===== src/hdl/ppdsp_pkg.sv =====
`timescale 1ns / 1ps
// Shared types and constants for the ping-pong DAC sample player.
// No dependencies; imported by ppdsp_ctrl, ppdsp_out and the top level.
package ppdsp_pkg;

    localparam int SAMPLE_W  = 16;
    localparam int INDEX_W   = 8;
    localparam int S_DATA_W  = 24;
    localparam int M_DATA_W  = 24;
    localparam int DAC_SHIFT = 5;
    localparam logic [SAMPLE_W-1:0] DAC_FAST_MODE = 16'h4000;

    // Item kind carried on s_tuser; code 3 is unused and does nothing
    typedef enum logic [1:0] {
        MODE_WRITE  = 2'd0,
        MODE_SUBMIT = 2'd1,
        MODE_TICK   = 2'd2
    } mode_t;

    // Per-transaction tag that follows the sample store read
    typedef struct packed {
        logic valid;
        logic tick;
        logic needs_frame;
    } issue_t;

endpackage


===== src/hdl/ppdsp_out.sv =====
`timescale 1ns / 1ps
// Result path: tag stage aligned with the store read, then the output register.
// Depends on ppdsp_pkg.
module ppdsp_out
    import ppdsp_pkg::*;
(
    input  logic                aclk,
    input  logic                aresetn,
    input  issue_t              issue,
    input  logic [SAMPLE_W-1:0] ram_rdata,
    output logic                take,
    output logic                m_tvalid,
    input  logic                m_tready,
    output logic [M_DATA_W-1:0] m_tdata,
    output logic                m_tuser
);

    issue_t                p1_reg;
    logic                  out_valid_reg;
    logic [SAMPLE_W-1:0]   out_word_reg;
    logic                  out_tick_reg;
    logic                  out_need_reg;
    logic                  advance;
    logic [SAMPLE_W-1:0]   word_next;

    // Stage 1 moves on when the output register is free or draining
    assign advance = p1_reg.valid && (!out_valid_reg || m_tready);
    assign take    = !p1_reg.valid || advance;

    assign word_next = p1_reg.tick ? ((ram_rdata >> DAC_SHIFT) | DAC_FAST_MODE) : '0;

    always_ff @(posedge aclk) begin
        if (!aresetn) begin
            p1_reg        <= '0;
            out_valid_reg <= 1'b0;
        end else begin
            if (take) begin
                p1_reg <= issue;
            end
            if (advance) begin
                out_valid_reg <= 1'b1;
            end else if (m_tready) begin
                out_valid_reg <= 1'b0;
            end
        end
    end

    // Output payload
    always_ff @(posedge aclk) begin
        if (advance) begin
            out_word_reg <= word_next;
            out_tick_reg <= p1_reg.tick;
            out_need_reg <= p1_reg.needs_frame;
        end
    end

    assign m_tvalid = out_valid_reg;
    assign m_tdata  = {{(M_DATA_W - SAMPLE_W - 1){1'b0}}, out_need_reg, out_word_reg};
    assign m_tuser  = out_tick_reg;

    tick_word_has_mode_bit: assert property (
        @(posedge aclk) disable iff (!aresetn) m_tvalid && m_tuser |-> m_tdata[14])
        else $error("DAC word without fast mode bit");

    non_tick_word_zero: assert property (
        @(posedge aclk) disable iff (!aresetn)
        m_tvalid && !m_tuser |-> m_tdata[SAMPLE_W-1:0] == '0)
        else $error("non-tick result carries a DAC word");

endmodule


===== config.mk =====
export PLATFORM = sky130hd
export DESIGN_NAME = ppdsp_out
export DESIGN_NICKNAME = d
export VERILOG_FILES = /design/src/hdl/ppdsp_pkg.sv /design/src/hdl/ppdsp_out.sv
export SDC_FILE = /design/constraint.sdc
export NUM_CORES = 1
export LEC_CHECK = 0
export ABC_AREA = 1
export BUFFER_PORTS_ARGS = -buffer_cell sky130_fd_sc_hd__buf_2
export CORE_AREA = 10 10 50 56
export CTS_BUF_LIST = sky130_fd_sc_hd__clkbuf_8
export CTS_CLUSTER_DIAMETER = 80
export DETAILED_ROUTE_END_ITERATION = 8
export DIE_AREA = 0 0 60 66
export HOLD_SLACK_MARGIN = 0.1
export PLACE_DENSITY_LB_ADDON = 0.25
export SYNTH_ARGS = -nofsm -noshare
export SYNTH_HDL_FRONTEND = slang
export SYNTH_SLANG_ARGS = --single-unit

===== constraint.sdc =====
create_clock -name aclk -period 3.1 [get_ports aclk]
set_input_delay 0.93 -clock aclk [delete_from_list [all_inputs] [get_ports aclk]]
set_output_delay 0.93 -clock aclk [all_outputs]
set_load 0.005 [all_outputs]

# --- After elaboration in Yosys (flattened, before gate mapping) ---
# Index checks and enable logic that the tools add are counted.
op_classes:
  mux: 3
  n_reduce_logical: 6
ops:
  columns: ["operator", "count"]
  rows:
  - ["15-bit 2-to-1 mux", 1]
  - ["1-bit zero test", 2]
  - ["1-bit logical OR", 2]
  - ["1-bit 2-to-1 mux", 2]
  - ["2-bit nonzero test", 1]
  - ["1-bit logical AND", 1]
totals:
  register_bits: 22
  in_bits: 22
  output_inout_bits: 27
  elab_cells: 17

# --- Logic depth before layout (Yosys ltp) ---
depth:
  word_depth: 4
  mapped_depth: 5
  depth_no_buf: 5

# --- Worst setup path before layout ---
# OpenSTA, ideal clock, no wires.
synth_timing:
  kind: "input-to-reg"
  start: "in m_tready"
  end: "reg out_need_reg, enable pin"
  setup_ns: 0.387
  arrival_ns: 1.687
  required_time_ns: 2.713
  slack_ns: 1.026
  stages: 2
  path_buffers: 0
  path_cell_list: "inv_1 > a21oi_1"
synth_between:
  elab_chain_len: 2
synth_lines:
  columns: ["item", "line", "source"]
  rows:
  - ["start: declaration", "ppdsp_out.sv:13", "input logic m_tready,"]
  - ["1-bit logical OR", "ppdsp_out.sv:27", "assign advance = p1_reg.valid && (!out_valid_reg || m_tready);"]
  - ["1-bit logical AND", "ppdsp_out.sv:27", null]
  - ["named net advance", "ppdsp_out.sv:23", "logic advance;"]
  - ["end signal: assignment", "ppdsp_out.sv:53", "out_need_reg <= p1_reg.needs_frame;"]
  - ["end: declaration", "ppdsp_out.sv:22", "logic out_need_reg;"]
# The timed path passes the listed nets, and every way through them passes these cells.
# A chain may end at the register's enable or synchronous reset.

# --- Worst setup path in the final report ---
layout_timing:
  start: "in m_tready"
  end: "out take"
layout_between:
  elab_chain_len: 3
layout_lines:
  columns: ["item", "line", "source"]
  rows:
  - ["1-bit logical OR", "ppdsp_out.sv:27", null]
  - ["1-bit logical AND", "ppdsp_out.sv:27", null]
  - ["1-bit logical OR", "ppdsp_out.sv:28", "assign take = !p1_reg.valid || advance;"]
  - ["end: declaration", "ppdsp_out.sv:11", "output logic take,"]
# No other way between the ends.

==> metrics.md <==
| Metric | Value |
|---|---|
| Routability cong. | 0.727 |
| Critical path class | in2out |
| Placed cell areas | 873 um^2 |
| Post_cts resized | 0 |
| Drt via density | 3.98 |
| Io pins | 49 |
| Mapped Area | 748 um^2 |
| CP most frequent cell | buf_2 |
| Die Ht | 66 um |
| Worst Path Max Fanout | 6 |
| Total power | 0.458 mW |
| Final global-route overflow total | 0 |
| Inst Count DP | 120 |
| Fin. Hold Viols | 0 |
| Layout cells sized above 1 | 35.8% |
| NumNets Final | 129 |
| FF+latch count, synth | 17 |
| Hold Path Class | reg2reg |
| Pwr per Cell Area | 498 nW/um^2 |
| Post-Layout Cell Count | 124 |
| Total Wirelength | 1.39 mm |
| Root Driver | clkbuf_8 |
| Min-Delay Path Depth | 0 |
| 1st-iter DRT viols | 2 |
| Synth area leaders | edfxtp_1 52%, buf_4 13%, dfxtp_1 11% |
| Ys async rst share | 0% |
| Final setup vio count | 0 |
| Starting Density | 43.5% |
| Diodes inserted | 0 |
| Synth unique cells | 10 |
| Postcts setup bufs | 0 |
| F_max | 431 MHz |
| Synth-to-layout area growth | 22.9% |
| Num rows | 16 |
| Detailed-route via count | 493 |
| Clock Latency Late Sink | 0.24 ns |
| Pin count of the biggest net entering global routing | 14 |
| Total track usage | 6.61% |
| Max reg flops | 12 |
| Initial antenna violation count | 0 |
| CTS tree | built |
| Sink Count | 17 |
| Leakage | 0.533 nW |
| Critical Path RT | 2.17 ns |
| Synth Instances | 73 |
| Finished Cell Area | 920 um^2 |
| Core area | 1720 um^2 |
| TritonCTS Buffers | 3 |
| Max Cap Viol | 0 |
| Unrepaired setup endpoints after global routing | false |
| Buffers on Ports | 32 |
| DRC errors left | 0 |
| Initial DRT Pass Iterations | 4 |
| Seq/Total Area, Yosys | 62.9% |
| Most frequent cell after synthesis | inv_1 |
| Setup TNS | 0 ns |
| Maximum root-to-sink buffer count | 2 |
| Critical path's slowest cell | buf_2 |
| Post-synth EDFFs | 13 |
| Syn avg cell area | 10.2 um^2 |
| R2R Setup Slk | 2.02 ns |
| Main flop type after synthesis | edfxtp_1 |
| Synth top cells by count | 17 x inv_1, 16 x nand2_1, 13 x buf_4, 13 x edfxtp_1 |
| Syn. warnings | 0 |
| Number of fill cells | 173 |
| Clock Skew | 0.00250 ns |
| Clock period minus final worst setup slack | 2.32 ns |
| Final HPWL DP | 1.15 mm |
| Type of origin of the critical path | primary input |
| Cts hold-fix bufs | 0 |
| Peak supply drop | 0.288 mV |
| Synth area leader | edfxtp_1 |
| Crit. End Element | output port |
| Post-synth top area share | 52.2% |
| First-pass GRT wire length | 2.01 mm |
| Period utilization | 74.9% |
| Outcome | finished clean |
| Wire per inst | 11.2 um |
| CP peak stage delay | 0.15 ns |
| Worst reg2reg path depth | 3 |
| CP arrival | 1.39 ns |
| Die ar. | 3960 um^2 |
| Hold Slack | 0.435 ns |
| Die Width | 60 um |
| CP Cell Sequence | buf_2, inv_1, nand3_4, buf_2 |
| Final antenna-violating net count | 0 |
| Slew Limit Fails | 0 |
| H-Tree Depth | 1 |
| Number of global-route vias before repair | 499 |
| Clock transition at the registers of the reported paths | 0.06 ns |
-- worst paths after layout --
check                    startpoint                             to
max reg2reg  p1_reg[2]$_SDFFE_PN0P_  out_word_reg[2]$_SDFFCE_PN0P_
min          p1_reg[0]$_SDFFE_PN0P_         out_need_reg$_DFFE_PP_
min reg2reg  p1_reg[0]$_SDFFE_PN0P_         out_need_reg$_DFFE_PP_
max                        m_tready                           take
-- cell families after synthesis --
kind of cell,share of synthesized area (%)
other,0.501
buffers and inverters,22.2
AOI/OAI and AO/OA,2.01
and+or+nand+nor,12.4
DFF,62.9
-- report_power, final --
group,internal (mW),total (mW),leakage (nW),switching (mW)
clock,0.0889,0.157,0.0255,0.0683
sequential,0.257,0.263,0.162,0.00617
combinational,0.0174,0.0379,0.346,0.0204
-- cell usage in the layout (no fill, tap or decap), drive strengths merged --
cell type  instances
nor2               4
clkinv             1
edfxtp            13
buf               33
nand3              1
clkbuf             3
inv               17
a21oi              3
dfxtp              4
conb              11
nand2             16
-- worst max-delay path, delay by kind of cell --
kind          cells  cell delay, ns
buf+inv           3            0.35
simple gates      1            0.11
-- through the flow --
step | worst slack, ns | utilization [%]
after detailed placement | 0.781 | 50.7
after floorplan | 1.03 | -
after global routing | 0.737 | 53.4
after CTS | 0.780 | 53.4
after global placement | 0.788 | 50.7
final | 0.779 | 53.4
-- per-layer routing --
metal  GRT usage (%)  up-vias  share of wire, %
li1                -      260                 -
met1            5.59      202                38
met2            11.6       27                46
met3            3.46        4                13
met4            4.21        0               2.2
met5               0        -                 0
-- layout make-up --
cell class	instances	area, um^2	area share (%)
Sequential cell	17	470	51.2
Timing Repair Buffer	33	168	18.2
Inverter	17	63.8	6.94
Multi-Input combinational cell	35	149	16.2
Tap cell	18	22.5	2.45
Clock buffer	3	41.3	4.49
Clock inverter	1	5.00	0.544
(Power assumes the default switching activity.)
