**src/hdl/ppdsp_pkg.sv**
```systemverilog
`timescale 1ns / 1ps
// Shared types and constants for the ping-pong DAC sample player.
// No dependencies; imported by ppdsp_ctrl, ppdsp_out and the top level.
package ppdsp_pkg;

    localparam int SAMPLE_W  = 16;
    localparam int INDEX_W   = 8;
    localparam int S_DATA_W  = 24;
    localparam int M_DATA_W  = 24;
    localparam int DAC_SHIFT = 5;
    localparam logic [SAMPLE_W-1:0] DAC_FAST_MODE = 16'h4000;

    // Item kind carried on s_tuser; code 3 is unused and does nothing
    typedef enum logic [1:0] {
        MODE_WRITE  = 2'd0,
        MODE_SUBMIT = 2'd1,
        MODE_TICK   = 2'd2
    } mode_t;

    // Per-transaction tag that follows the sample store read
    typedef struct packed {
        logic valid;
        logic tick;
        logic needs_frame;
    } issue_t;

endpackage

```
**src/hdl/ppdsp_ctrl.sv**
```systemverilog
`timescale 1ns / 1ps
// Playback control: bank/offset/filled state, clearing sweep, store access.
// Depends on ppdsp_pkg.
module ppdsp_ctrl
    import ppdsp_pkg::*;
#(
    parameter int FRAME_SIZE = 256
) (
    input  logic                              aclk,
    input  logic                              aresetn,
    input  logic                              s_tvalid,
    output logic                              s_tready,
    input  logic [1:0]                        mode,
    input  logic [INDEX_W-1:0]                write_index,
    input  logic [SAMPLE_W-1:0]               write_sample,
    input  logic                              take,
    output logic                              ram_en,
    output logic                              ram_we,
    output logic [$clog2(2*FRAME_SIZE)-1:0]   ram_addr,
    output logic [SAMPLE_W-1:0]               ram_wdata,
    output issue_t                            issue
);

    localparam int AW = $clog2(2 * FRAME_SIZE);
    localparam int OW = $clog2(FRAME_SIZE);
    localparam int IW = (AW > INDEX_W) ? AW : INDEX_W;

    logic          clearing_reg;
    logic [AW-1:0] clear_addr_reg;
    logic [OW-1:0] offset_reg, offset_next;
    logic          bank_reg, bank_next;
    logic          filled_reg, filled_next;

    logic          accept;
    logic [IW-1:0] idx_ext;
    logic [IW-1:0] wr_sum;
    logic [AW-1:0] rd_addr;
    logic [OW-1:0] offset_inc;

    assign s_tready = !clearing_reg && take;
    assign accept   = s_tvalid && s_tready;

    // Store addresses: write bank is the one not playing
    assign idx_ext    = IW'(write_index);
    assign wr_sum     = (bank_reg ? '0 : IW'(FRAME_SIZE)) + idx_ext;
    assign rd_addr    = (bank_reg ? AW'(FRAME_SIZE) : '0) + AW'(offset_reg);
    assign offset_inc = (offset_reg == OW'(FRAME_SIZE - 1)) ? '0 : offset_reg + OW'(1);

    // Item decode and next state
    always_comb begin
        offset_next = offset_reg;
        bank_next   = bank_reg;
        filled_next = filled_reg;
        ram_en      = 1'b0;
        ram_we      = 1'b0;
        ram_addr    = wr_sum[AW-1:0];
        ram_wdata   = write_sample;
        if (clearing_reg) begin
            ram_en    = 1'b1;
            ram_we    = 1'b1;
            ram_addr  = clear_addr_reg;
            ram_wdata = '0;
        end else if (accept) begin
            unique case (mode)
                MODE_WRITE: begin
                    if (idx_ext < IW'(FRAME_SIZE)) begin
                        ram_en = 1'b1;
                        ram_we = 1'b1;
                    end
                end
                MODE_SUBMIT: begin
                    filled_next = 1'b1;
                end
                MODE_TICK: begin
                    ram_en      = 1'b1;
                    ram_addr    = rd_addr;
                    offset_next = offset_inc;
                    if (offset_inc == '0 && filled_reg) begin
                        filled_next = 1'b0;
                        bank_next   = !bank_reg;
                    end
                end
                default: begin
                end
            endcase
        end
    end

    assign issue.valid       = accept;
    assign issue.tick        = accept && (mode == MODE_TICK);
    assign issue.needs_frame = !filled_next;

    // State registers and post-reset clearing sweep
    always_ff @(posedge aclk) begin
        if (!aresetn) begin
            clearing_reg   <= 1'b1;
            clear_addr_reg <= '0;
            offset_reg     <= '0;
            bank_reg       <= 1'b0;
            filled_reg     <= 1'b0;
        end else begin
            if (clearing_reg) begin
                clear_addr_reg <= clear_addr_reg + AW'(1);
                if (clear_addr_reg == AW'(2 * FRAME_SIZE - 1)) begin
                    clearing_reg <= 1'b0;
                end
            end
            offset_reg <= offset_next;
            bank_reg   <= bank_next;
            filled_reg <= filled_next;
        end
    end

    no_accept_while_clearing: assert property (
        @(posedge aclk) disable iff (!aresetn) clearing_reg |-> !accept)
        else $error("transaction accepted during store clear");

    clear_ends_at_last: assert property (
        @(posedge aclk) disable iff (!aresetn)
        clearing_reg && clear_addr_reg == AW'(2 * FRAME_SIZE - 1) |=> !clearing_reg)
        else $error("clear sweep did not end at last entry");

    submit_sets_filled: assert property (
        @(posedge aclk) disable iff (!aresetn)
        accept && mode == MODE_SUBMIT |=> filled_reg)
        else $error("submit did not mark frame filled");

    swap_only_on_wrap: assert property (
        @(posedge aclk) disable iff (!aresetn)
        bank_next != bank_reg |-> issue.tick && offset_inc == '0 && filled_reg)
        else $error("bank swap outside frame wrap");

endmodule

```
**config.mk**
```make
export PLATFORM = sky130hd
export DESIGN_NAME = ppdsp_ctrl
export DESIGN_NICKNAME = d
export VERILOG_FILES = /design/src/hdl/ppdsp_pkg.sv /design/src/hdl/ppdsp_ctrl.sv
export SDC_FILE = /design/constraint.sdc
export NUM_CORES = 1
export LEC_CHECK = 0
export CAP_MARGIN = 20
export CORE_MARGIN = 8
export CORE_UTILIZATION = 30
export CTS_BUF_LIST = sky130_fd_sc_hd__clkbuf_8
export DETAILED_ROUTE_END_ITERATION = 10
export DONT_BUFFER_PORTS = 1
export SYNTH_ARGS = -nofsm -noshare
export SYNTH_HDL_FRONTEND = slang
export SYNTH_SLANG_ARGS = --single-unit
```
**constraint.sdc**
```tcl
create_clock -name aclk -period 2.5 [get_ports aclk]
set_input_delay 0.25 -clock aclk [delete_from_list [all_inputs] [get_ports aclk]]
set_output_delay 0.25 -clock aclk [all_outputs]
set_load 0.01 [all_outputs]
```
---- After elaboration in Yosys (flattened, before gate mapping) ----
Index checks and enable logic that the tools add are counted.
word-level totals
  register bits after elaboration ......... 20
  input bits .............................. 30
  output and inout port bits .............. 31
  word-level logic and storage cells ...... 46
cells by class
  add/sub/neg operators ................... 4
  order comparisons ....................... 1
  equality and inequality tests ........... 4
  multiplexer cells ....................... 20
  bitwise logic cells ..................... 1
  reduce and logical (&&, ||, !) cells .... 11
operators with widths
  cell                                                         number
  two-way mux 9 bit                                            5
  adder 9 x 8 -> 9 bit                                         2
  two-way mux 16 bit                                           1
  two-way mux 1 bit                                            11
  adder 9 x 1 -> 9 bit (second input constant)                 1
  == test 9 bit (second input constant)                        1
  less-than comparator 8 x 9 -> 1 bit (second input constant)  1
  adder 8 x 1 -> 8 bit (second input constant)                 1
  == test 8 bit (second input constant)                        1
  logical NOT 8 bit                                            1
  two-way mux 8 bit                                            1
  logical AND 1 bit                                            4
  one-hot mux 1 bit (2 select lines)                           2
  AND reduction 4 bit                                          1
  logical NOT 1 bit                                            3
  AND reduction 3 bit                                          1
  == test 2 x 1 -> 1 bit (second input constant)               1
  == test 2 bit (second input constant)                        1
  logical NOT 2 bit                                            1
  inverter 1 bit                                               1

---- Longest topological paths before layout ----
Gate-level depths: netlist of the first run.
  depth after elaboration ................. 9
  depth in mapped cells ................... 8
  mapped depth without buffers ............ 7

---- Worst setup path after synthesis of the first run ----
No wires, ideal clock.
  path kind ............................... register to output
  start point ............................. register offset_reg[0]
  end point ............................... output issue[0] (netlist name)
  arrival ................................. 1537 ps
  data required time ...................... 2250 ps
  slack ................................... 713 ps
  cell stages (with the launch flop) ...... 7
  path buffers ............................ 1
  cells stage by stage .................... dfxtp_1 -> ha_1 -> clkbuf_1 -> o21ai_0 -> o21bai_1 -> nand3_1 -> o31ai_1
RTL lines
  item                    line               text
  start, declared         ppdsp_ctrl.sv:30   logic [OW-1:0] offset_reg, offset_next;
  start signal, assigned  ppdsp_ctrl.sv:108  offset_reg <= offset_next;
  end, declared           ppdsp_ctrl.sv:21   output issue_t issue

==> flow_summary.json, run 1 <==
{
  "outcome": "complete, no violations",
  "clk_latency_ns": 0.25,
  "arrival_ns": 1.96,
  "cts-hold-fix-buffers": 0,
  "first_pass_iters": 4,
  "ios": 61,
  "fin_crit_ns": 2.21,
  "routed_wirelength_um": 3460,
  "core_um2": 4750,
  "period_share": 0.884,
  "grtUsageMet3": 0.0397,
  "grt_util_all_layers": 0.0922,
  "r2r_cells": 5,
  "tightest_slew_ns": 0.451,
  "antenna_found_initial": 0,
  "final_common_cell": "nand2_1",
  "synth_cells": 188,
  "ant_nets": 0,
  "hp-class": "in2reg",
  "syn_area_per_cell_um2": 7.89,
  "grt_max_degree": 43,
  "grt_pass1_wl_um": 5590,
  "synth.distinct_cells": 37,
  "worstSetupPathType": "reg2out",
  "cts_max_level": 1,
  "holdWs_ns": 0.0670,
  "p_sw_uw": 126,
  "cts.clk_slew.worst_paths_ns": 0.07,
  "initialDrtViolationCount": 45,
  "largest_reg_flops": 9,
  "grt_use_met1": 0.112,
  "final_util": 0.338,
  "die_x_um": 86.3,
  "p_leak_uw": 0.000666,
  "critPathLaunch": "offset_reg[0]",
  "min_path_cells": 1,
  "rows": 25,
  "ys_seq_area_frac": 0.270,
  "initial_core_util": 0.312,
  "gr-total-overflow": 0,
  "wl_per_cell_um": 13.7,
  "swShare": 0.184,
  "clk_path_buf_depth": 2,
  "min_from": "aresetn",
  "cts_tree": "yes",
  "syn_to_final_growth_pct": 8.43,
  "die-area_um2": 7450,
  "vdd.ir_drop.worst_uv": 279,
  "fillers": 519,
  "cts-root-buf": "clkbuf_8",
  "finalHoldViolCount": 0,
  "num_antenna_cells": 0,
  "grtUsageMet2": 0.140,
  "io_buffers": 0,
  "rrSetupSlack_ns": 0.80,
  "gp_routability_congestion": 0.788,
  "nNetsFinal": 224,
  "top_usage_layer": "met2",
  "drive_gt1_frac": 0.0968,
  "async_reset_ff_frac": 0,
  "ys_seq_elements": 20,
  "relSlewSlack": 0.697,
  "die_h_um": 86.3,
  "p_comb_frac": 0.053,
  "worstSetupEndpointType": "output port",
  "numCtsBuffers": 3,
  "post-cts-setup-buffers": 0,
  "p_seq_frac": 0.479,
  "power_density_nw_per_um2": 425,
  "clkSinkCount": 20,
  "cp_max_fo": 9,
  "cts_resized": 0,
  "r2r-start": "offset_reg[0]",
  "setup_viol": 0,
  "synth_nets": 225,
  "vias": 1222,
  "synthFlopType": "dfxtp_1",
  "final_cell_mix": "nand2_1, nor2b_1, dfxtp_1",
  "rsz0062_at_grt": "false",
  "hpwl_um": 2690,
  "finalMaxSlewViolations": 0,
  "power_frac_clock": 0.468,
  "synth_enable_flop_cells": 0,
  "hold_end": "clearing_reg",
  "max_cap_violations": 0,
  "finClkSkew_ns": 0.000753,
  "stdcell_count": 253,
  "max_freq_mhz": 453,
  "required_ns": 2.25,
  "mappedNetlistArea_um2": 1480,
  "drc": 0,
  "dp.cells": 249,
  "start_kind": "flip-flop",
  "avgViaCountPerCell": 4.83,
  "intPower_uw": 558,
  "setup_tns_ns": 0,
  "synth-warning-count": 0,
  "grt_pass1_vias": 1218
}
kinds of logic (layout without fill, tap and decap cells):
family	count (synthesis)	after routing	synth area share
XOR/XNOR	10	10	0.0590
AND/OR/NAND/NOR	84	84	0.309
buffers and inverters	20	18	0.0809
AO/OA/AOI/OAI	36	36	0.148
adder cells (fa/ha/maj)	7	7	0.0590
multiplexers	11	11	0.0742
flip-flops	20	20	0.270
worst max-delay path by stage:
stage | to | slack (ns) | cells after the start
6_report | issue[0] | 0.29 | 5
5_1_grt | issue[0] | 0.11 | 5
4_1_cts | issue[0] | 0.26 | 5
3_5_place_dp | issue[0] | 0.55 | 5
3_3_place_gp | issue[0] | 0.61 | 5
2_1_floorplan | issue[0] | 0.71 | 6
per-stage QoR:
stage	total power [µW]	area, µm²	setup WS [ns]
6_report	684	1610	0.291
5_1_grt	718	1610	0.113
4_1_cts	695	1610	0.260
3_5_place_dp	372	1540	0.554
3_3_place_gp	371	1540	0.608
2_1_floorplan	364	1480	0.713
cells in the mapped netlist, types with 2 or more instances:
library cell | count | area [µm²]
a31oi_1 | 2 | 12.5
nor2b_1 | 22 | 138
o21a_1 | 2 | 15.0
inv_1 | 3 | 11.3
a21boi_0 | 4 | 30.0
nor3_1 | 4 | 20.0
nand3_1 | 7 | 35.0
o31ai_1 | 2 | 15.0
clkbuf_1 | 7 | 26.3
nor2_1 | 3 | 11.3
or3_1 | 3 | 18.8
o21ai_0 | 16 | 80.1
nand4_1 | 5 | 31.3
nand2_1 | 25 | 93.8
buf_6 | 5 | 56.3
dfxtp_1 | 20 | 400
mux2i_1 | 11 | 110
buf_2 | 3 | 15.0
and2_1 | 9 | 56.3
ha_1 | 7 | 87.6
a21oi_1 | 4 | 20.0
xnor2_1 | 9 | 78.8
layout make-up:
type,instances,area [µm²],share of cell area
well taps,67,83.8,0.0521
multi-input cells,148,963,0.599
flip-flops and latches,20,400,0.249
clock buffers,3,41.3,0.0257
inverters,4,15.0,0.00933
repair buffers,10,75.1,0.0467
clock inverters,1,30.0,0.0187
worst max-delay path: stages, from the launching register on:
cell	delay, ns
dfxtp_1	0.45
ha_1	0.36
o21ai_0	0.17
o21bai_1	0.18
nand3_1	0.13
o31ai_1	0.41
per-layer routing:
metal  vias to the layer above  wire [µm]  share of wire
li1                        632          -              -
met1                       539       1670           0.48
met2                        49       1430           0.41
met3                         2        317          0.092
met4                         0         47          0.014
met5                         -          0              0
power groups by stage:
stage	Combinational, µW	Sequential (µW)	Clock (µW)
floorplan	30.4	334	0
global placement	36.7	335	0
detailed placement	37.0	335	0
CTS	37.2	327	331
global route	41.8	328	348
finish	36.2	327	320
(Power assumes the default switching activity.)
==> run 2, diff against run 1 <==
Settings changed: PLACE_DENSITY_LB_ADDON set to 0.2.
==> flow_summary.json, run 2 (synthesized netlist as in run 1, its figures left out) <==
{
  "cp_max_fo": 9,
  "cp_slowest_stage_delay_ns": 0.44,
  "largest_reg_flops": 9,
  "finalMaxSlewViolations": 0,
  "grt_util_all_layers": 0.0967,
  "relSlewSlack": 0.697,
  "die-area_um2": 7450,
  "io_buffers": 0,
  "grt_pass1_vias": 1232,
  "core_um2": 4750,
  "start_kind": "flip-flop",
  "cp_top_family": "compound AO/OA/AOI/OAI gates",
  "r2r_cells": 5,
  "num_antenna_cells": 0,
  "cts-root-buf": "clkbuf_8",
  "r2r-start": "offset_reg[0]",
  "die_h_um": 86.3,
  "cts.clk_slew.worst_paths_ns": 0.07,
  "gp_routability_congestion": 0.760,
  "hp-class": "in2reg",
  "outcome": "complete, no violations",
  "rrSetupSlack_ns": 0.82,
  "setup_tns_ns": 0,
  "period_share": 0.879,
  "setup_viol": 0,
  "gr-total-overflow": 0,
  "avgViaCountPerCell": 4.89,
  "nNetsFinal": 224,
  "stdcell_count": 253,
  "post-cts-setup-buffers": 0,
  "drc": 0,
  "power_density_nw_per_um2": 386,
  "cts_max_level": 1,
  "cp_slowest_cell": "dfxtp_1",
  "min_from": "aresetn",
  "final_common_cell": "nand2_1",
  "hpwl_um": 2740,
  "worstSetupPathType": "reg2out",
  "clk_path_buf_depth": 2,
  "hold_end": "clearing_reg",
  "grt_max_degree": 43,
  "vdd.ir_drop.worst_uv": 172,
  "rows": 25,
  "drive_gt1_frac": 0.0968,
  "fin_crit_ns": 2.20,
  "cts-hold-fix-buffers": 0,
  "cts_tree": "yes",
  "vias": 1237,
  "power_uw": 615,
  "rsz0062_at_grt": "false",
  "antenna_found_initial": 0,
  "clk_latency_ns": 0.26,
  "die_x_um": 86.3,
  "routed_wirelength_um": 3570,
  "clkSinkCount": 20,
  "numCtsBuffers": 3,
  "finClkSkew_ns": 0.00616,
  "initialDrtViolationCount": 51,
  "p_leak_uw": 0.000659,
  "cts_resized": 0,
  "arrival_ns": 1.95,
  "grt_pass1_wl_um": 5890,
  "ant_nets": 0,
  "cp_num_buf_inv": 0,
  "crit_chain": "ha_1 > o21ai_0 > o21bai_1 > nand3_1 > o31ai_1",
  "max_freq_mhz": 455,
  "finalHoldViolCount": 0,
  "wl_per_cell_um": 14.1,
  "syn_to_final_growth_pct": 7.34,
  "first_pass_iters": 4,
  "ios": 61,
  "worstSetupEndpointType": "output port",
  "dp.cells": 249,
  "required_ns": 2.25,
  "initial_core_util": 0.312,
  "min_path_cells": 1,
  "final_cell_mix": "nand2_1, nor2b_1, dfxtp_1",
  "tightest_slew_ns": 0.450,
  "max_cap_violations": 0
}
run 2: where the power goes:
part	internal [µW]	leakage [µW]	total (µW)	switching, µW
Combinational	22.1	0.000468	36.7	14.5
Clock	140	0.0000288	251	111
Sequential	322	0.000162	327	4.86
Total	485	0.000659	615	130
run 2: layout make-up:
class,instances,area (µm²)
fillers,546,3160
multi-input cells,148,963
repair buffers,10,75.1
inverters,4,15.0
flip-flops and latches,20,400
well taps,67,83.8
clock buffers,4,55.1
run 2: per-stage QoR:
stage	area, µm²	util	hold WS (ns)	setup WS [ns]
2_1_floorplan	1480	-	0.405	0.713
3_3_place_gp	1540	0.323	0.332	0.593
3_5_place_dp	1540	0.323	0.337	0.574
4_1_cts	1590	0.335	0.0643	0.278
5_1_grt	1590	0.335	0.0584	0.106
6_report	1590	0.335	0.0704	0.301
run 2: per-layer routing:
layer	GRT usage	routed length [µm]	share of wire	vias up
met5	0	0	0	-
met4	0.0282	37	0.010	0
met3	0.0378	282	0.079	2
met2	0.151	1520	0.43	49
met1	0.119	1730	0.48	548
li1	-	-	-	638
run 2: worst max-delay path by stage:
stage | startpoint | end | slack, ns | depth (start not counted)
final | offset_reg[0] | issue[0] | 0.30 | 5
after global routing | offset_reg[0] | issue[0] | 0.11 | 5
after CTS | offset_reg[0] | issue[0] | 0.28 | 5
after detailed placement | offset_reg[0] | issue[0] | 0.57 | 5
after global placement | offset_reg[0] | issue[0] | 0.59 | 5
after floorplan | offset_reg[0] | issue[0] | 0.71 | 6
